### src/sv/b64_pkg.sv
`timescale 1ns / 1ps
`default_nettype none
// ---------------------------------------------------------------------------
// Base64 codec package
// Shared job type, queue depth, pad character and alphabet mapping functions.
// ---------------------------------------------------------------------------
package b64_pkg;

    // Depth of the job queue between front and back
    localparam int QUEUE_DEPTH = 2;

    localparam logic [7:0] PAD_CHAR = 8'h3D;

    // What the back end does with one queued group
    typedef enum logic [1:0] {
        JOB_ENCODE = 2'd0,
        JOB_DECODE = 2'd1,
        JOB_ERROR  = 2'd2
    } job_kind_t;

    // One group handed from front to back.
    // nreal: characters from data when encoding (2..4), bytes when decoding (1..3)
    typedef struct packed {
        job_kind_t   kind;
        logic [2:0]  nreal;
        logic        last;
        logic [23:0] bits;
    } job_t;

    localparam int JOB_W = $bits(job_t);

    // Map an ASCII character to its sixtet; anything outside the alphabet gives 0
    function automatic logic [5:0] sixtet_of(input logic [7:0] c);
        logic [7:0] t;
        begin
            t = 8'd0;
            if (c >= 8'h41 && c <= 8'h5A)
            begin
                t = c - 8'd65;
            end
            else if (c >= 8'h61 && c <= 8'h7A)
            begin
                t = c - 8'd71;
            end
            else if (c >= 8'h30 && c <= 8'h39)
            begin
                t = c + 8'd4;
            end
            else if (c == 8'h2B)
            begin
                t = 8'd62;
            end
            else if (c == 8'h2F)
            begin
                t = 8'd63;
            end
            return t[5:0];
        end
    endfunction

    // Map a sixtet to its alphabet character
    function automatic logic [7:0] char_of(input logic [5:0] s);
        logic [7:0] w;
        begin
            w = {2'b00, s};
            if (s < 6'd26)
            begin
                return w + 8'd65;
            end
            else if (s < 6'd52)
            begin
                return w + 8'd71;
            end
            else if (s < 6'd62)
            begin
                return w - 8'd4;
            end
            else if (s == 6'd62)
            begin
                return 8'h2B;
            end
            return 8'h2F;
        end
    endfunction

endpackage
`default_nettype wire

### src/sv/b64_fifo.sv
`timescale 1ns / 1ps
`default_nettype none
// ---------------------------------------------------------------------------
// Base64 job queue
// Small register FIFO that lets the front and back stall independently.
// ---------------------------------------------------------------------------
module b64_fifo #(
    parameter int WIDTH = 32,
    parameter int DEPTH = 2
) (
    input  wire logic             clk,
    input  wire logic             rst_n,
    input  wire logic             push,
    input  wire logic [WIDTH-1:0] push_data,
    output logic                  full,
    input  wire logic             pop,
    output logic [WIDTH-1:0]      pop_data,
    output logic                  not_empty
);
    localparam int AW = (DEPTH > 1) ? $clog2(DEPTH) : 1;
    localparam int CW = $clog2(DEPTH + 1);
    localparam logic [AW-1:0] LAST_SLOT = AW'(DEPTH - 1);
    localparam logic [CW-1:0] FULL_CNT  = CW'(DEPTH);

    logic [WIDTH-1:0] mem_reg [DEPTH];
    logic [AW-1:0]    wr_ptr_reg, wr_ptr_next;
    logic [AW-1:0]    rd_ptr_reg, rd_ptr_next;
    logic [CW-1:0]    cnt_reg, cnt_next;
    logic             do_push, do_pop;

    assign full      = (cnt_reg == FULL_CNT);
    assign not_empty = (cnt_reg != '0);
    assign do_push   = push && !full;
    assign do_pop    = pop && not_empty;
    assign pop_data  = mem_reg[rd_ptr_reg];

    // Advance pointers and occupancy
    always_comb
    begin
        wr_ptr_next = wr_ptr_reg;
        rd_ptr_next = rd_ptr_reg;
        cnt_next    = cnt_reg;
        if (do_push)
        begin
            wr_ptr_next = (wr_ptr_reg == LAST_SLOT) ? '0 : wr_ptr_reg + AW'(1);
        end
        if (do_pop)
        begin
            rd_ptr_next = (rd_ptr_reg == LAST_SLOT) ? '0 : rd_ptr_reg + AW'(1);
        end
        if (do_push && !do_pop)
        begin
            cnt_next = cnt_reg + CW'(1);
        end
        else if (do_pop && !do_push)
        begin
            cnt_next = cnt_reg - CW'(1);
        end
    end

    always_ff @(posedge clk or negedge rst_n)
    begin
        if (!rst_n)
        begin
            wr_ptr_reg <= '0;
            rd_ptr_reg <= '0;
            cnt_reg    <= '0;
        end
        else
        begin
            wr_ptr_reg <= wr_ptr_next;
            rd_ptr_reg <= rd_ptr_next;
            cnt_reg    <= cnt_next;
        end
    end

    // Store payload
    always_ff @(posedge clk)
    begin
        if (do_push)
        begin
            mem_reg[wr_ptr_reg] <= push_data;
        end
    end

endmodule
`default_nettype wire

### src/sv/b64_front.sv
`timescale 1ns / 1ps
`default_nettype none
// ---------------------------------------------------------------------------
// Base64 front end
// Accepts input beats, gathers groups and queues one job per finished group.
// ---------------------------------------------------------------------------
module b64_front (
    input  wire logic         clk,
    input  wire logic         rst_n,
    input  wire logic         cfg_valid,
    input  wire logic         cfg_data,
    input  wire logic         in_valid,
    input  wire logic [7:0]   in_value,
    input  wire logic         in_last,
    output logic              in_ready,
    output logic              job_push,
    output b64_pkg::job_t     job,
    input  wire logic         job_full
);
    import b64_pkg::*;

    logic        direction_reg;
    logic [1:0]  pos_reg, pos_next;
    logic [23:0] bits_reg, bits_next;
    logic        third_pad_reg, third_pad_next;

    logic        accept;
    logic        is_pad;
    logic [5:0]  sixtet;
    logic [23:0] merged;

    assign in_ready = !job_full;
    assign accept   = in_valid && in_ready;
    assign is_pad   = (in_value == PAD_CHAR);
    assign sixtet   = is_pad ? 6'd0 : sixtet_of(in_value);

    // Place the new element into the group word
    always_comb
    begin
        merged = bits_reg;
        if (!direction_reg)
        begin
            case (pos_reg)
                2'd0:    merged = bits_reg | {in_value, 16'd0};
                2'd1:    merged = bits_reg | {8'd0, in_value, 8'd0};
                2'd2:    merged = bits_reg | {16'd0, in_value};
                default: merged = bits_reg;
            endcase
        end
        else
        begin
            case (pos_reg)
                2'd0:    merged = bits_reg | {sixtet, 18'd0};
                2'd1:    merged = bits_reg | {6'd0, sixtet, 12'd0};
                2'd2:    merged = bits_reg | {12'd0, sixtet, 6'd0};
                default: merged = bits_reg | {18'd0, sixtet};
            endcase
        end
    end

    // Decide whether the group closes and build its job
    always_comb
    begin
        pos_next       = pos_reg;
        bits_next      = bits_reg;
        third_pad_next = third_pad_reg;
        job_push       = 1'b0;
        job.kind       = direction_reg ? JOB_DECODE : JOB_ENCODE;
        job.nreal      = 3'd4;
        job.last       = in_last;
        job.bits       = merged;
        if (accept)
        begin
            if (!direction_reg)
            begin
                if (pos_reg < 2'd2 && !in_last)
                begin
                    pos_next  = pos_reg + 2'd1;
                    bits_next = merged;
                end
                else
                begin
                    job_push       = 1'b1;
                    job.nreal      = {1'b0, pos_reg} + 3'd2;
                    pos_next       = 2'd0;
                    bits_next      = '0;
                    third_pad_next = 1'b0;
                end
            end
            else if (pos_reg != 2'd3)
            begin
                if (in_last)
                begin
                    // Message ended off a four-character boundary
                    job_push       = 1'b1;
                    job.kind       = JOB_ERROR;
                    job.nreal      = 3'd1;
                    job.last       = 1'b1;
                    pos_next       = 2'd0;
                    bits_next      = '0;
                    third_pad_next = 1'b0;
                end
                else
                begin
                    pos_next  = pos_reg + 2'd1;
                    bits_next = merged;
                    if (pos_reg == 2'd2)
                    begin
                        third_pad_next = is_pad;
                    end
                end
            end
            else
            begin
                // Full group: padding trims bytes only in the final group
                job_push = 1'b1;
                if (in_last)
                begin
                    job.nreal = 3'd3 - {2'b00, is_pad} - {2'b00, third_pad_reg};
                end
                else
                begin
                    job.nreal = 3'd3;
                end
                pos_next       = 2'd0;
                bits_next      = '0;
                third_pad_next = 1'b0;
            end
        end
    end

    // Hold mode and group state; a mode write drops any partial group
    always_ff @(posedge clk or negedge rst_n)
    begin
        if (!rst_n)
        begin
            direction_reg <= 1'b0;
            pos_reg       <= '0;
            bits_reg      <= '0;
            third_pad_reg <= 1'b0;
        end
        else if (cfg_valid)
        begin
            direction_reg <= cfg_data;
            pos_reg       <= '0;
            bits_reg      <= '0;
            third_pad_reg <= 1'b0;
        end
        else
        begin
            pos_reg       <= pos_next;
            bits_reg      <= bits_next;
            third_pad_reg <= third_pad_next;
        end
    end

endmodule
`default_nettype wire

### src/sv/b64_back.sv
`timescale 1ns / 1ps
`default_nettype none
// ---------------------------------------------------------------------------
// Base64 back end
// Takes queued jobs and emits a result beat per cycle while out_ready allows.
// ---------------------------------------------------------------------------
module b64_back (
    input  wire logic         clk,
    input  wire logic         rst_n,
    input  wire logic         job_avail,
    input  wire b64_pkg::job_t job_in,
    output logic              job_pop,
    output logic              out_valid,
    output logic [7:0]        out_value,
    output logic              out_last,
    output logic              out_status,
    input  wire logic         out_ready
);
    import b64_pkg::*;

    job_t        job_reg;
    logic        job_valid_reg;
    logic [1:0]  k_reg;
    logic        out_valid_reg;
    logic [7:0]  value_reg;
    logic        last_reg;
    logic        status_reg;

    logic        out_free;
    logic        advance;
    logic        final_beat;
    logic [2:0]  total;
    logic [5:0]  sixtet;
    logic [7:0]  beat_value;
    logic        take;

    assign out_free = !out_valid_reg || out_ready;
    assign advance  = job_valid_reg && out_free;

    // Count of beats in the current job
    always_comb
    begin
        case (job_reg.kind)
            JOB_ENCODE: total = 3'd4;
            JOB_DECODE: total = job_reg.nreal;
            JOB_ERROR:  total = 3'd1;
            default:    total = 3'd1;
        endcase
    end

    assign final_beat = ({1'b0, k_reg} + 3'd1 == total);
    assign take       = job_avail && (!job_valid_reg || (advance && final_beat));
    assign job_pop    = take;

    // Select the beat's value
    always_comb
    begin
        case (k_reg)
            2'd0:    sixtet = job_reg.bits[23:18];
            2'd1:    sixtet = job_reg.bits[17:12];
            2'd2:    sixtet = job_reg.bits[11:6];
            default: sixtet = job_reg.bits[5:0];
        endcase
        case (job_reg.kind)
            JOB_ENCODE:
            begin
                beat_value = ({1'b0, k_reg} < job_reg.nreal) ? char_of(sixtet) : PAD_CHAR;
            end
            JOB_DECODE:
            begin
                case (k_reg)
                    2'd0:    beat_value = job_reg.bits[23:16];
                    2'd1:    beat_value = job_reg.bits[15:8];
                    2'd2:    beat_value = job_reg.bits[7:0];
                    default: beat_value = 8'd0;
                endcase
            end
            default:    beat_value = 8'd0;
        endcase
    end

    // Step through the current job and fetch the next one
    always_ff @(posedge clk or negedge rst_n)
    begin
        if (!rst_n)
        begin
            job_valid_reg <= 1'b0;
            k_reg         <= '0;
            out_valid_reg <= 1'b0;
        end
        else
        begin
            if (take)
            begin
                job_valid_reg <= 1'b1;
                k_reg         <= '0;
            end
            else if (advance)
            begin
                if (final_beat)
                begin
                    job_valid_reg <= 1'b0;
                    k_reg         <= '0;
                end
                else
                begin
                    k_reg <= k_reg + 2'd1;
                end
            end
            if (advance)
            begin
                out_valid_reg <= 1'b1;
            end
            else if (out_ready)
            begin
                out_valid_reg <= 1'b0;
            end
        end
    end

    // Load job and output payload
    always_ff @(posedge clk)
    begin
        if (take)
        begin
            job_reg <= job_in;
        end
        if (advance)
        begin
            value_reg  <= beat_value;
            last_reg   <= final_beat && job_reg.last;
            status_reg <= (job_reg.kind == JOB_ERROR);
        end
    end

    assign out_valid  = out_valid_reg;
    assign out_value  = value_reg;
    assign out_last   = last_reg;
    assign out_status = status_reg;

endmodule
`default_nettype wire

### src/sv/base64_stream_codec_top.sv
`timescale 1ns / 1ps
`default_nettype none
// ---------------------------------------------------------------------------
// Base64 stream codec
// Encodes bytes to Base64 text or decodes text to bytes, set by a mode register.
// ---------------------------------------------------------------------------
//  channel | signals                        | contents
//  --------+--------------------------------+----------------------------------
//  cfg     | cfg_valid cfg_ready cfg_data   | mode: 0 encode, 1 decode
//  s (in)  | s_tvalid s_tready s_tdata      | tdata[7:0] byte or character,
//          | s_tlast                        | tlast marks end of message
//  m (out) | m_tvalid m_tready m_tdata      | tdata[7:0] character or byte,
//          | m_tlast m_tuser                | tuser[0] length error
//
//  The front takes one input beat per cycle while the job queue is not full;
//  the back emits one result beat per cycle while m_tready does not stall it.
//  A closed group's job is queued, then loaded into the back's job register,
//  which then registers its first result beat. The job queue holds QueueDepth
//  groups and s_tready falls only while it is full. Reset clears mode to encode
//  and drops any partial group; so does a mode write. cfg_ready is always high.
// ---------------------------------------------------------------------------
module base64_stream_codec_top #(
    parameter int QueueDepth = b64_pkg::QUEUE_DEPTH
) (
    input  wire logic       clk,
    input  wire logic       rst_n,
    input  wire logic       cfg_valid,
    output logic            cfg_ready,
    input  wire logic       cfg_data,      // [0] direction
    input  wire logic       s_tvalid,
    output logic            s_tready,
    input  wire logic [7:0] s_tdata,       // [7:0] in_value
    input  wire logic       s_tlast,
    output logic            m_tvalid,
    input  wire logic       m_tready,
    output logic [7:0]      m_tdata,       // [7:0] out_value
    output logic            m_tlast,
    output logic            m_tuser        // [0] status
);
    import b64_pkg::*;

    job_t             push_job;
    job_t             pop_job;
    logic [JOB_W-1:0] pop_bits;
    logic             q_push;
    logic             q_full;
    logic             q_pop;
    logic             q_avail;

    assign cfg_ready = 1'b1;

    // Accept and group input beats
    b64_front u_front (
        .clk      (clk),
        .rst_n    (rst_n),
        .cfg_valid(cfg_valid),
        .cfg_data (cfg_data),
        .in_valid (s_tvalid),
        .in_value (s_tdata),
        .in_last  (s_tlast),
        .in_ready (s_tready),
        .job_push (q_push),
        .job      (push_job),
        .job_full (q_full)
    );

    // Queue finished groups
    b64_fifo #(
        .WIDTH(JOB_W),
        .DEPTH(QueueDepth)
    ) u_queue (
        .clk      (clk),
        .rst_n    (rst_n),
        .push     (q_push),
        .push_data(push_job),
        .full     (q_full),
        .pop      (q_pop),
        .pop_data (pop_bits),
        .not_empty(q_avail)
    );

    assign pop_job = job_t'(pop_bits);

    // Emit result beats
    b64_back u_back (
        .clk       (clk),
        .rst_n     (rst_n),
        .job_avail (q_avail),
        .job_in    (pop_job),
        .job_pop   (q_pop),
        .out_valid (m_tvalid),
        .out_value (m_tdata),
        .out_last  (m_tlast),
        .out_status(m_tuser),
        .out_ready (m_tready)
    );

    // An error beat is always zero and closes the message
    a_error_beat: assert property (@(posedge clk) disable iff (!rst_n)
        m_tvalid && m_tuser |-> m_tlast && (m_tdata == 8'd0))
        else $error("error beat not zero or not last");

    // The front never pushes into a full queue
    a_no_overflow: assert property (@(posedge clk) disable iff (!rst_n)
        q_push |-> !q_full)
        else $error("job queue overflow");

    // A popped job always comes from a non-empty queue
    a_no_underflow: assert property (@(posedge clk) disable iff (!rst_n)
        q_pop |-> q_avail)
        else $error("job queue underflow");

    // A stalled result beat holds its payload
    a_stall_hold: assert property (@(posedge clk) disable iff (!rst_n)
        m_tvalid && !m_tready |=> m_tvalid && $stable(m_tdata) && $stable(m_tlast))
        else $error("result beat changed while stalled");

endmodule
`default_nettype wire
### config.mk
export PLATFORM = sky130hd
export DESIGN_NAME = base64_stream_codec_top
export DESIGN_NICKNAME = d
export VERILOG_FILES = /design/src/sv/b64_pkg.sv /design/src/sv/b64_fifo.sv /design/src/sv/b64_front.sv /design/src/sv/b64_back.sv /design/src/sv/base64_stream_codec_top.sv
export SDC_FILE = /design/constraint.sdc
export NUM_CORES = 1
export LEC_CHECK = 0
export BUFFER_PORTS_ARGS = -buffer_cell sky130_fd_sc_hd__buf_4
export CAP_MARGIN = 30
export CORE_MARGIN = 2
export CORE_UTILIZATION = 60
export DETAILED_ROUTE_END_ITERATION = 10
export PLACE_DENSITY = 0.78
export SYNTH_ARGS = -nofsm -noshare
export SYNTH_HDL_FRONTEND = slang
export SYNTH_SLANG_ARGS = --single-unit
### constraint.sdc
create_clock -name clk -period 6.3 [get_ports clk]
set_clock_uncertainty 0.15 [all_clocks]
set_input_delay 1.26 -clock clk [delete_from_list [all_inputs] [get_ports clk]]
set_output_delay 1.26 -clock clk [all_outputs]
set_load 0.005 [all_outputs]
**After elaboration in Yosys (flattened, before gate mapping)**

Memories as Yosys holds them, arrays and structs flattened. A register that Yosys moved wholly into a read port is not among the register bits.
Cells that the tools add are included.

- Memories kept: 1
- Register bits: 46
- Bits in latches: 0
- Memory bits (writable): 60
- Word-level logic and storage cells: 168
- Bits in read-only memories: 0

Memories:

| name | words | width | read ports | clocked after Yosys merged registers in | wr ports | line | source |
|---|---|---|---|---|---|---|---|
| u_queue.mem_reg | 2 | 30 | 1 | 1 | 1 | b64_fifo.sv:25 | `logic [WIDTH-1:0] mem_reg [DEPTH];` |

- Bitwise logic cells: 7
- Divide/modulo/power cells: 0
- Magnitude comparators: 11
- Add/subtract/negate cells: 16
- Muxes and demuxes: 73
- Equal/unequal tests: 15
- Shift operators: 0
- Multipliers: 0
- Reductions and logical operators: 32

Operators by type and width:

| operator | count |
|---|---|
| 24-bit two-way mux | 7 |
| 24-bit one-hot mux with 3 select lines | 2 |
| 6-bit two-way mux | 8 |
| 8-bit two-way mux | 6 |
| 24-bit OR | 2 |
| 1-bit two-way mux | 29 |
| 2-bit two-way mux | 13 |
| 8-bit by 6-bit equality test with 1-bit output, second input constant | 3 |
| 24-bit by 12-bit OR with 24-bit output | 1 |
| 24-bit by 16-bit OR with 24-bit output | 1 |
| 24-bit by 18-bit OR with 24-bit output | 1 |
| 24-bit by 6-bit OR with 24-bit output | 1 |
| 24-bit by 8-bit OR with 24-bit output | 1 |
| 8-bit one-hot mux with 3 select lines | 1 |
| 6-bit one-hot mux with 3 select lines | 1 |
| 6-bit by 7-bit adder with 8-bit output, second input constant | 2 |
| 8-bit by 7-bit greater-or-equal comparator with 1-bit output, second input constant | 2 |
| 8-bit by 7-bit less-or-equal comparator with 1-bit output, second input constant | 2 |
| 8-bit one-hot mux with 2 select lines | 1 |
| 1-bit logical AND | 13 |
| 6-bit < comparator, second input constant | 2 |
| 3-bit two-way mux | 4 |
| 2-bit nonzero test | 6 |
| 2-bit equality test, second input constant | 4 |
| other kinds (28) | 41 |

**Depth between registers and ports, before layout**

Gate-level depths: netlist (run 1).

- Word-level depth: 15
- Gate-level depth with buffers: 14
- Mapped depth without buffers: 12

**Hierarchy**

Synthesis (run 1) repeated with hierarchy kept, for this count alone.

- Cell total of the unflattened synthesis: 746
- Area total of the unflattened synthesis: 7,847.5 µm²

Modules (own cells, without submodules):

| module | area an instance (µm²) | seq. area each (µm²) | times used | cells an instance |
|---|---|---|---|---|
| b64_front | 3,144.3 | 700.7 | 1 | 441 |
| b64_fifo | 2,376.0 | 1,901.8 | 1 | 112 |
| b64_back | 2,316.0 | 1,301.2 | 1 | 191 |
| base64_stream_codec_top | 11.3 | 0.0 | 1 | 2 |

**Least setup slack after synthesis (run 1)**

OpenSTA, ideal clock, no wires.

- Kind: in2reg
- From: input port m_tready
- To: register u_queue.cnt_reg[1]
- Cell stages on the path: 8
- Data required time: 6.071 ns
- Arrival time: 3.967 ns
- Slack: 2.103 ns
- Path through: nand2b_1 > o211ai_1 > a21oi_1 > inv_1 > ha_1 > xor2_1 > nor2_1 > xor2_1

- Longest elaborated chain between the ends: 9
- Elaborated cells between the ends (all ways): 11
- Those cells by class: 1 x mux; 10 x reduce/logical

RTL lines:

| what | line | source |
|---|---|---|
| start, declared | base64_stream_codec_top.sv:35 | `input wire logic m_tready,` |
| 1-bit logical OR (*) | b64_back.sv:37 | `assign out_free = !out_valid_reg \|\| out_ready;` |
| 1-bit logical AND (*) | b64_back.sv:38 | `assign advance = job_valid_reg && out_free;` |
| 1-bit logical AND (*) | b64_back.sv:52 | `assign take = job_avail && (!job_valid_reg \|\| (advance && final_beat));` |
| 1-bit logical OR (*) | b64_back.sv:52 |  |
| 1-bit logical AND (*) | b64_back.sv:52 |  |
| named net q_pop | base64_stream_codec_top.sv:47 | `logic q_pop;` |
| 1-bit logical AND (*) | b64_fifo.sv:34 | `assign do_pop = pop && not_empty;` |
| 1-bit logical NOT | b64_fifo.sv:51 | `if (do_push && !do_pop)` |
| 1-bit logical AND | b64_fifo.sv:51 |  |
| 2-bit two-way mux / 2-bit nonzero test (equally long branches) | n/a |  |
| end signal, assigned | b64_fifo.sv:73 | `cnt_reg <= cnt_next;` |
| end, declared | b64_fifo.sv:28 | `logic [CW-1:0] cnt_reg, cnt_next;` |

Mark *: on every way through the listed nets, which the timed path passes. The rest lies on a longest branch.
A chain may end at the register's enable or synchronous reset.

**Final worst setup path (run 1)**

- From: register u_back.k_reg[0]
- To: register u_back.value_reg[5] (netlist: u_back.out_value[5]) (data pin)

- Longest elaborated chain between the ends: 11
- Elaborated cells between the ends (all ways): 24
- Those cells by class: 3 x add/sub; 4 x order compare; 3 x eq/ne; 13 x mux; 1 x reduce/logical

RTL lines:

| what | line | source |
|---|---|---|
| start, declared | b64_back.sv:23 | `logic [1:0] k_reg;` |
| start signal, assigned | b64_back.sv:107 | `k_reg <= k_reg + 2'd1;` |
| parallel branches: the longest is 10 deep, another holds 6-bit < comparator | n/a |  |
| 8-bit one-hot mux with 2 select lines (*) | b64_back.sv:64 | `case (job_reg.kind)` |
| named net u_back.beat_value[5] | b64_back.sv:34 | `logic [7:0] beat_value;` |
| end signal, assigned | b64_back.sv:130 | `value_reg <= beat_value;` |
| end, declared | b64_back.sv:25 | `logic [7:0] value_reg;` |

Mark *: on every way through the listed nets, which the timed path passes. The select of a mux whose other input is x is not followed.

==> reports/qor.csv, run 1 <==
stage;metric;value;unit
critical_path;worstPathMaxFanout;14;
logic_synthesis;synth_nets;737;
routing;post_drt_wl_per_cell;22.4;um
grt;grt_usage;0.306;
routing;drc_errors;0;
routing;drt_iter0_drc;1179;
grt;overflow;0;
logic_synthesis;syn_area_per_cell;10.9;um2
die;die_h;117;um
final_layout;drive_gt1_frac;0.170;
status;run_status;complete, no violations;
timing;fin_crit;4.01;ns
die;die_area;13600;um2
die;rows;41;
routing;vias_per_cell;6.86;
timing;setup_viol;0;
die;core;12500;um2
critical_path;crit_type;reg2reg;
clock_network;cts_resized;0;
logic_synthesis;yosysWarningCount;0;
logic_synthesis;synth_edf_count;100;
critical_path;slowest_delay;0.67;ns
die;chipWidth;117;um
timing;slew_viol_final;0;
critical_path;critPathRequiredTime;6.38;ns
power;power.density;427;nW/um2
final_layout;nets;747;
grt;grt_pass1_wl;31500;um
clock_network;clock_latency;0.42;ns
clock_network;clockBufferDepth;2;
power;power;3.63;mW
grt;antenna_found_initial;0;
critical_path;crit_slowest_cell;a21oi_1;
critical_path;cp_cell_sequence;inv_1, ha_1, a222oi_1, o21ai_1, ha_1, a211oi_1, a211oi_1, a21oi_1, a41oi_1, a2111oi_2;
logic_synthesis;async_flop_share;0.265;
final_layout;final_cells;891;
clock_network;cts_tree;done;
placement;port_buffers;26;
clock_network;path_clk_slew;0.06;ns
placement;routabilityCongestion;0.990;
clock_network;cts_sinks;136;
timing;min_period_over_period;0.636;
clock_network;cts_hold_buf;0;
logic_synthesis;postSynthRegisterBits;136;
power;p_leak;3.18;nW
logic_synthesis;ys_types;80;
clock_network;post_cts_buffers;0;
logic_synthesis;synthCells;696;
routing;via_count;6111;
clock_network;htreeDepth;4;
timing;finalHoldViolCount;0;
die;initial_core_util;0.607;
logic_synthesis;synth_area;7600;um2
critical_path;arrival;4.09;ns
timing;postLayoutSetupSlackWorst;2.29;ns
logic_synthesis;seq_area_frac_synth;0.514;
critical_path;critPathCaptureType;flop;
min_path;hold_class;reg2reg;
routing;totalWireLength;19900;um
placement;dp.cells;859;
grt;grt_pass1_vias;5907;
run;cap_violations;0;
placement;dp_hpwl;13400;um
clock_network;numCtsBuffers;17;
critical_path;start_kind;flop;
timing;worst_pin_slew;1.02;ns
timing;fmax;0.250;GHz
die;io_pins;28;
grt;grt_max_degree;38;
placement;place_ws;2.37;ns
timing;rsz0062_at_grt;no;
timing;slew-limit-headroom;0.320;
power;ir_drop;0.227;mV
final_layout;largest_register_ffs;60;
final_layout;num_antenna_cells;0;
final_layout;syn_to_final_growth;12.0;%
clock_network;clockRootBuffer;clkbuf_16;
logic_synthesis;ys.flop_type;edfxtp_1;
routing;ant_nets;0;
routing;firstDrtPassIters;6;
timing;fin_setup_tns;0;ns
## stage by stage
stage	hold WS [ns]	cell area, um2	utilization
floorplan	0.305	7600	-
global placement	0.317	7880	0.630
detailed placement	0.332	7890	0.630
CTS	0.345	8510	0.680
global route	0.353	8510	0.680
finish	0.351	8510	0.680
## cell usage after synthesis (3+ instances only)
cell      number  area, um2
edfxtp_1     100       3000
nand2_1       51        191
nor2_1        48        180
a21oi_1       46        230
dfrtp_1       36        901
inv_1         32        120
mux2_2        32        360
o21ai_0       31        155
ha_1          26        325
clkbuf_1      23       86.3
nor3_1        20        100
a31oi_1       14       87.6
a222oi_1      13        130
nor2b_1       13       81.3
o22ai_1       12       75.1
o31ai_1       12       90.1
nand3_1       11       55.1
nand2b_1      10       62.6
a22oi_1        9       67.6
xnor2_1        9       78.8
a22o_1         8       70.1
buf_1          8       30.0
buf_2          8       40.0
o21a_1         7       52.6
o21ai_1        7       35.0
a211oi_1       6       45.0
a221oi_1       6       52.6
o211ai_1       6       45.0
a21o_1         5       37.5
and2_1         5       31.3
a311oi_1       4       35.0
a32o_1         4       40.0
nor3b_1        4       30.0
a211o_1        3       26.3
a221o_1        3       30.0
and3_1         3       18.8
buf_4          3       22.5
nor4_1         3       18.8
or3_1          3       18.8
xor2_1         3       26.3
## cell families after synthesis
group                    share of synthesized area
flip-flops                                   0.514
adder cells (fa/ha/maj)                     0.0428
other                                     0.000493
buffers and inverters                       0.0428
AO/OA/AOI/OAI                                0.218
AND/OR/NAND/NOR                              0.118
multiplexers                                0.0505
XOR/XNOR                                    0.0138
## layer usage
layer / wire length, um / vias to the layer above / track usage
li1: - / 2694 / -
met5: 0 / - / 0
met3: 1490 / 104 / 0.0550
met2: 10100 / 412 / 0.531
met1: 7410 / 2901 / 0.369
met4: 971 / 0 / 0.150
## cell type report
class / count / area, um2
inverter: 33 / 124
multi-input combinational: 483 / 3390
fill: 918 / 4010
clock inverter: 13 / 166
sequential: 136 / 3900
timing repair buffer: 35 / 263
clock buffer: 19 / 453
tap: 172 / 215
## power breakdown
group	internal, mW	switching [mW]
clock	0.648	0.386
sequential	1.20	0.112
combinational	0.492	0.793
## critical path: cells and delay by family (launching register included)
family,cells,cell delay [ns]
compound gates,7,2.36
buf+inv,1,0.12
flops,1,0.46
fa+ha+maj,2,0.74
## final timing paths
check                                    from                   end  slack [ns]  cells past startpoint
setup / recovery              u_back.k_reg[0]   u_back.out_value[5]        2.29                     10
hold / removal             u_queue.cnt_reg[1]    u_queue.cnt_reg[1]        0.35                      1
setup reg to reg              u_back.k_reg[0]   u_back.out_value[5]        2.29                     10
hold reg to reg            u_queue.cnt_reg[1]    u_queue.cnt_reg[1]        0.35                      1
max in group asynchronous               rst_n  u_front.bits_reg[12]        4.93                      1
min in group asynchronous               rst_n    u_front.pos_reg[0]        0.68                      1
## cells in the final DEF (no fill, tap or decap), types with 20 or more instances in the layout
| cell | synthesis | routed |
|---|---|---|
| edfxtp_1 | 100 | 100 |
| nand2_1 | 51 | 51 |
| nor2_1 | 48 | 47 |
| a21oi_1 | 46 | 45 |
| dfrtp_1 | 36 | 36 |
| buf_4 | 3 | 35 |
| inv_1 | 32 | 32 |
| mux2_2 | 32 | 32 |
| o21ai_0 | 31 | 31 |
| ha_1 | 26 | 26 |
| nor3_1 | 20 | 20 |
(Power assumes the default switching activity.)
==> inputs of run 2 (changes only) <==
Clock period 6.3 ns to 4.1 ns, I/O delays scaled along.
==> reports/qor.csv, run 2 (synthesis results as in run 1) <==
stage;metric;value;unit;change
status;run_status;complete, no violations;;unchanged
grt;antenna_found_initial;0;;unchanged
critical_path;start_kind;flop;;unchanged
routing;ant_nets;0;;unchanged
timing;finalHoldViolCount;0;;unchanged
power;power.density;644;nW/um2;was 427 nW/um2
placement;routabilityCongestion;1.01;;was 0.990
final_layout;largest_register_ffs;60;;unchanged
die;rows;41;;unchanged
final_layout;num_antenna_cells;0;;unchanged
grt;grt_usage;0.301;;was 0.306
timing;min_period_over_period;0.920;;was 0.636
final_layout;final_cell_mix;edfxtp_1 (100), nand2_1 (51), nor2_1 (47), buf_4 (45), a21oi_1 (44);;was edfxtp_1 (100), nand2_1 (51), nor2_1 (47), a21oi_1 (45), dfrtp_1 (36)
grt;grt_pass1_vias;5719;;was 5907
run;cap_violations;0;;unchanged
grt;overflow;0;;unchanged
final_layout;mostFrequentLayoutCell;edfxtp_1;;unchanged
clock_network;clockRootBuffer;clkbuf_16;;unchanged
routing;drt_iter0_drc;824;;was 1179
critical_path;crit_type;reg2reg;;unchanged
critical_path;worstPathMaxFanout;14;;unchanged
placement;dp_hpwl;13400;um;about the same
placement;port_buffers;26;;unchanged
timing;slew_viol_final;0;;unchanged
timing;fin_setup_tns;0;ns;unchanged
clock_network;htreeDepth;4;;unchanged
final_layout;finish.instance_area;8570;um2;was 8510 um2
critical_path;arrival;3.85;ns;was 4.09 ns
critical_path;crit_slowest_cell;o41ai_1;;was a21oi_1
critical_path;slowest_delay;0.62;ns;was 0.67 ns
final_layout;fin_util;0.685;;was 0.680
critical_path;critPathRequiredTime;4.18;ns;was 6.38 ns
die;chipWidth;117;um;unchanged
routing;post_drt_wl_per_cell;21.5;um;was 22.4 um
routing;vias_per_cell;6.62;;was 6.86
grt;grt_max_degree;37;;was 38
timing;fmax;0.265;GHz;was 0.250 GHz
timing;worst_pin_slew;0.802;ns;was 1.02 ns
die;io_pins;28;;unchanged
power;p_leak;3.22;nW;was 3.18 nW
routing;drc_errors;0;;unchanged
final_layout;syn_to_final_growth;12.8;%;was 12.0%
die;initial_core_util;0.607;;unchanged
grt;grt_pass1_wl;30700;um;was 31500 um
final_layout;nets;757;;was 747
placement;placed_cell_area;7970;um2;was 7890 um2
clock_network;clockBufferDepth;2;;unchanged
clock_network;path_clk_slew;0.07;ns;was 0.06 ns
clock_network;numCtsBuffers;17;;unchanged
timing;fin_crit;3.77;ns;was 4.01 ns
critical_path;critPathCaptureType;flop;;unchanged
clock_network;cts_sinks;136;;unchanged
timing;slew-limit-headroom;0.465;;was 0.320
die;die_h;117;um;unchanged
die;die_area;13600;um2;unchanged
routing;totalWireLength;19300;um;was 19900 um
min_path;hold_class;in2async;;was reg2reg
clock_network;clock_latency;0.42;ns;about the same
timing;setup_viol;0;;unchanged
final_layout;drive_gt1_frac;0.182;;was 0.170
power;ir_drop;0.330;mV;was 0.227 mV
routing;via_count;5968;;was 6111
timing;rsz0062_at_grt;no;;unchanged
die;core;12500;um2;unchanged
clock_network;cts_tree;done;;unchanged
critical_path;cp_cell_sequence;inv_1, ha_1, a222oi_1, o21ai_1, inv_1, ha_1, a211o_1, o41ai_1, a41oi_1, a2111oi_2;;was inv_1, ha_1, a222oi_1, o21ai_1, ha_1, a211oi_1, a211oi_1, a21oi_1, a41oi_1, a2111oi_2
routing;firstDrtPassIters;8;;was 6
run 2: path summary, 6_finish.rpt:
path | from | endpoint | slack [ns] | depth (start not counted)
max | u_back.k_reg[0] | u_back.out_value[5] | 0.33 | 10
min | rst_n | u_front.third_pad_reg | 0.22 | 1
max reg2reg | u_back.k_reg[0] | u_back.out_value[5] | 0.33 | 10
min reg2reg | u_front.bits_reg[3] | u_front.bits_reg[3] | 0.35 | 1
max in group asynchronous | rst_n | u_front.bits_reg[20] | 3.20 | 1
min in group clk | u_front.bits_reg[3] | u_front.bits_reg[3] | 0.35 | 1
run 2: area by class of cell:
cell class                 instances  area, um2
fill                             947       3940
sequential                       136       3900
multi-input combinational        483       3390
clock buffer                      17        425
timing repair buffer              45        338
tap                              172        215
clock inverter                    15        179
inverter                          33        124
run 2: timing repair:
| action | in CTS | in global routing |
|---|---|---|
| gates resized for setup | 0 | 1 |
| buffers inserted | 0 | 0 |
| setup endpoints to repair | 0 | 1 |
| hold buffers | 0 | 0 |
run 2: layer usage:
metal,GRT usage,routed length [um],vias up
met5,0,0,-
met4,0.167,884,0
met3,0.0519,1370,72
met2,0.494,9490,332
met1,0.382,7600,2846
li1,-,-,2718
run 2: per-stage QoR:
| step | hold WS (ns) | std cells | power [mW] | worst slack (ns) |
|---|---|---|---|---|
| 2_1_floorplan | 0.305 | 696 | 3.40 | 0.669 |
| 3_3_place_gp | 0.318 | 869 | 3.90 | 0.428 |
| 3_5_place_dp | 0.335 | 869 | 3.94 | 0.347 |
| 4_1_cts | 0.225 | 901 | 5.51 | 0.309 |
| 5_1_grt | 0.252 | 901 | 5.82 | 0.0713 |
| 6_report | 0.216 | 901 | 5.52 | 0.329 |
run 2: critical path: cells and delay by family (launching register included):
kind / cells / cell delay [ns]
buffers and inverters: 2 / 0.29
AOI/OAI and AO/OA: 6 / 2.00
DFF: 1 / 0.45
adders and majority gates: 2 / 0.69
run 2: power by group:
part | internal, mW | total (mW) | switching (mW)
Sequential | 1.84 | 2.04 | 0.204
Combinational | 0.774 | 1.93 | 1.16
Clock | 0.874 | 1.55 | 0.675
==> inputs of run 3 (changes only) <==
Settings changed: BUFFER_PORTS_ARGS -buffer_cell sky130_fd_sc_hd__buf_4 to -buffer_cell sky130_fd_sc_hd__buf_2.
==> reports/qor.csv, run 3 (synthesis results as in run 1) <==
stage;metric;value;unit;change
status;run_status;complete, no violations;;unchanged
routing;vias_per_cell;6.70;;was 6.62
timing;finalHoldViolCount;0;;unchanged
timing;slew_viol_final;0;;unchanged
critical_path;cp_cell_sequence;inv_1, ha_1, a222oi_1, o21ai_1, inv_1, ha_1, a211o_1, nor2_2, mux2_2, a31oi_1, a311oi_1;;was inv_1, ha_1, a222oi_1, o21ai_1, inv_1, ha_1, a211o_1, o41ai_1, a41oi_1, a2111oi_2
clock_network;cts_sinks;136;;unchanged
clock_network;clock_latency;0.41;ns;was 0.42 ns
clock_network;clockBufferDepth;2;;unchanged
run;cap_violations;0;;unchanged
grt;grt_pass1_wl;31000;um;was 30700 um
die;die_area;13600;um2;unchanged
timing;rsz0062_at_grt;no;;unchanged
timing;fmax;0.267;GHz;was 0.265 GHz
routing;firstDrtPassIters;7;;was 8
clock_network;clockRootBuffer;clkbuf_16;;unchanged
critical_path;crit_type;reg2reg;;unchanged
power;power.density;649;nW/um2;was 644 nW/um2
critical_path;r2r_setup_slack;0.35;ns;was 0.33 ns
die;die_h;117;um;unchanged
routing;drt_iter0_drc;899;;was 824
final_layout;num_antenna_cells;0;;unchanged
die;rows;41;;unchanged
final_layout;nets;758;;was 757
clock_network;post_cts_buffers;0;;unchanged
power;ir_drop;0.248;mV;was 0.330 mV
min_path;hold_class;in2async;;unchanged
timing;fin_setup_tns;0;ns;unchanged
placement;dp_hpwl;13000;um;was 13400 um
critical_path;r2r_end;u_back.out_value[2];;was u_back.out_value[5]
placement;placed_cell_area;7900;um2;was 7970 um2
die;chipWidth;117;um;unchanged
clock_network;path_clk_slew;0.06;ns;was 0.07 ns
critical_path;arrival;3.73;ns;was 3.85 ns
placement;routabilityCongestion;1.02;;was 1.01
critical_path;slowest_delay;0.47;ns;was 0.62 ns
grt;grt_pass1_vias;5728;;was 5719
routing;via_count;6040;;was 5968
clock_network;numCtsBuffers;17;;unchanged
timing;worst_pin_slew;0.784;ns;was 0.802 ns
clock_network;cts_tree;done;;unchanged
critical_path;cp_top_family;compound AO/OA/AOI/OAI gates;;unchanged
critical_path;critPathRequiredTime;4.08;ns;was 4.18 ns
critical_path;crit_slowest_cell;ha_1;;was o41ai_1
die;io_pins;28;;unchanged
final_layout;largest_register_ffs;60;;unchanged
final_layout;final_cell_mix;edfxtp_1 (100), nand2_1 (51), nor2_1 (47), a21oi_1 (44), dfrtp_1 (36);;was edfxtp_1 (100), nand2_1 (51), nor2_1 (47), buf_4 (45), a21oi_1 (44)
timing;setup_viol;0;;unchanged
critical_path;rr_startpoint;u_back.k_reg[0];;unchanged
final_layout;syn_to_final_growth;12.4;%;was 12.8%
grt;grt_max_degree;37;;unchanged
critical_path;critPathCaptureType;flop;;unchanged
grt;antenna_found_initial;0;;unchanged
critical_path;start_kind;flop;;unchanged
grt;overflow;0;;unchanged
clock_network;htreeDepth;4;;unchanged
grt;grt_usage;0.304;;was 0.301
routing;ant_nets;0;;unchanged
routing;drc_errors;0;;unchanged
critical_path;rr_worst_depth;11;;was 10
timing;fin_crit;3.75;ns;was 3.77 ns
power;p_leak;3.21;nW;was 3.22 nW
final_layout;mostFrequentLayoutCell;edfxtp_1;;unchanged
critical_path;worstPathMaxFanout;15;;was 14
routing;post_drt_wl_per_cell;21.6;um;was 21.5 um
timing;slew-limit-headroom;0.477;;was 0.465
die;initial_core_util;0.607;;unchanged
final_layout;drive_gt1_frac;0.178;;was 0.182
routing;totalWireLength;19500;um;was 19300 um
placement;port_buffers;26;;unchanged
die;core;12500;um2;unchanged
final_layout;finish.instance_area;8550;um2;was 8570 um2
critical_path;cp_num_buf_inv;2;;unchanged
timing;min_period_over_period;0.914;;was 0.920
==> run 3: routing by layer <==
layer / vias up / GRT usage / part of all wire
li1: 2705 / - / -
met1: 2849 / 0.382 / 0.39
met2: 380 / 0.484 / 0.47
met3: 106 / 0.0597 / 0.075
met4: 0 / 0.195 / 0.065
met5: - / 0 / 0
==> run 3: how the worst max path moves through the flow <==
stage | cells past startpoint | slack, ns | endpoint | from
5_1_grt | 11 | 0.09 | u_back.out_value[3] | u_back.k_reg[1]
2_1_floorplan | 13 | 0.67 | u_queue.cnt_reg[1] | u_back.k_reg[0]
6_report | 11 | 0.35 | u_back.out_value[2] | u_back.k_reg[0]
4_1_cts | 11 | 0.25 | u_back.out_value[3] | u_back.k_reg[0]
3_3_place_gp | 10 | 0.44 | u_back.out_value[5] | u_back.k_reg[1]
3_5_place_dp | 11 | 0.27 | u_back.out_value[3] | u_back.k_reg[0]
==> run 3: area by class of cell <==
class / instances / area, um2
clock buffers: 20 / 437
clock inverters: 12 / 174
fillers: 907 / 3970
inverters: 33 / 124
multi-input cells: 483 / 3400
flip-flops and latches: 136 / 3900
well taps: 172 / 215
repair buffers: 46 / 293
==> run 3: stage by stage <==
step                      setup WS, ns  power (mW)  utilization  hold WS (ns)  instances
after detailed placement         0.270        3.90        0.631         0.327        869
after CTS                        0.248        5.50        0.680         0.340        901
after global placement           0.438        3.88        0.631         0.320        869
after global routing            0.0934        5.84        0.683         0.113        902
final                            0.354        5.55        0.683         0.118        902
after floorplan                  0.669        3.40            -         0.305        696
==> run 3: repair_timing <==
item	in CTS	in global routing
setup endpoints to repair	0	2
resized for setup	0	3
hold buffers	0	0
hold endpoints to repair	0	0
==> run 3: where the power goes <==
part / leakage [nW] / internal [mW] / switching, mW / total (mW)
registers: 1.40 / 1.84 / 0.194 / 2.03
logic: 1.52 / 0.753 / 1.18 / 1.93
clock network: 0.291 / 1.02 / 0.568 / 1.58
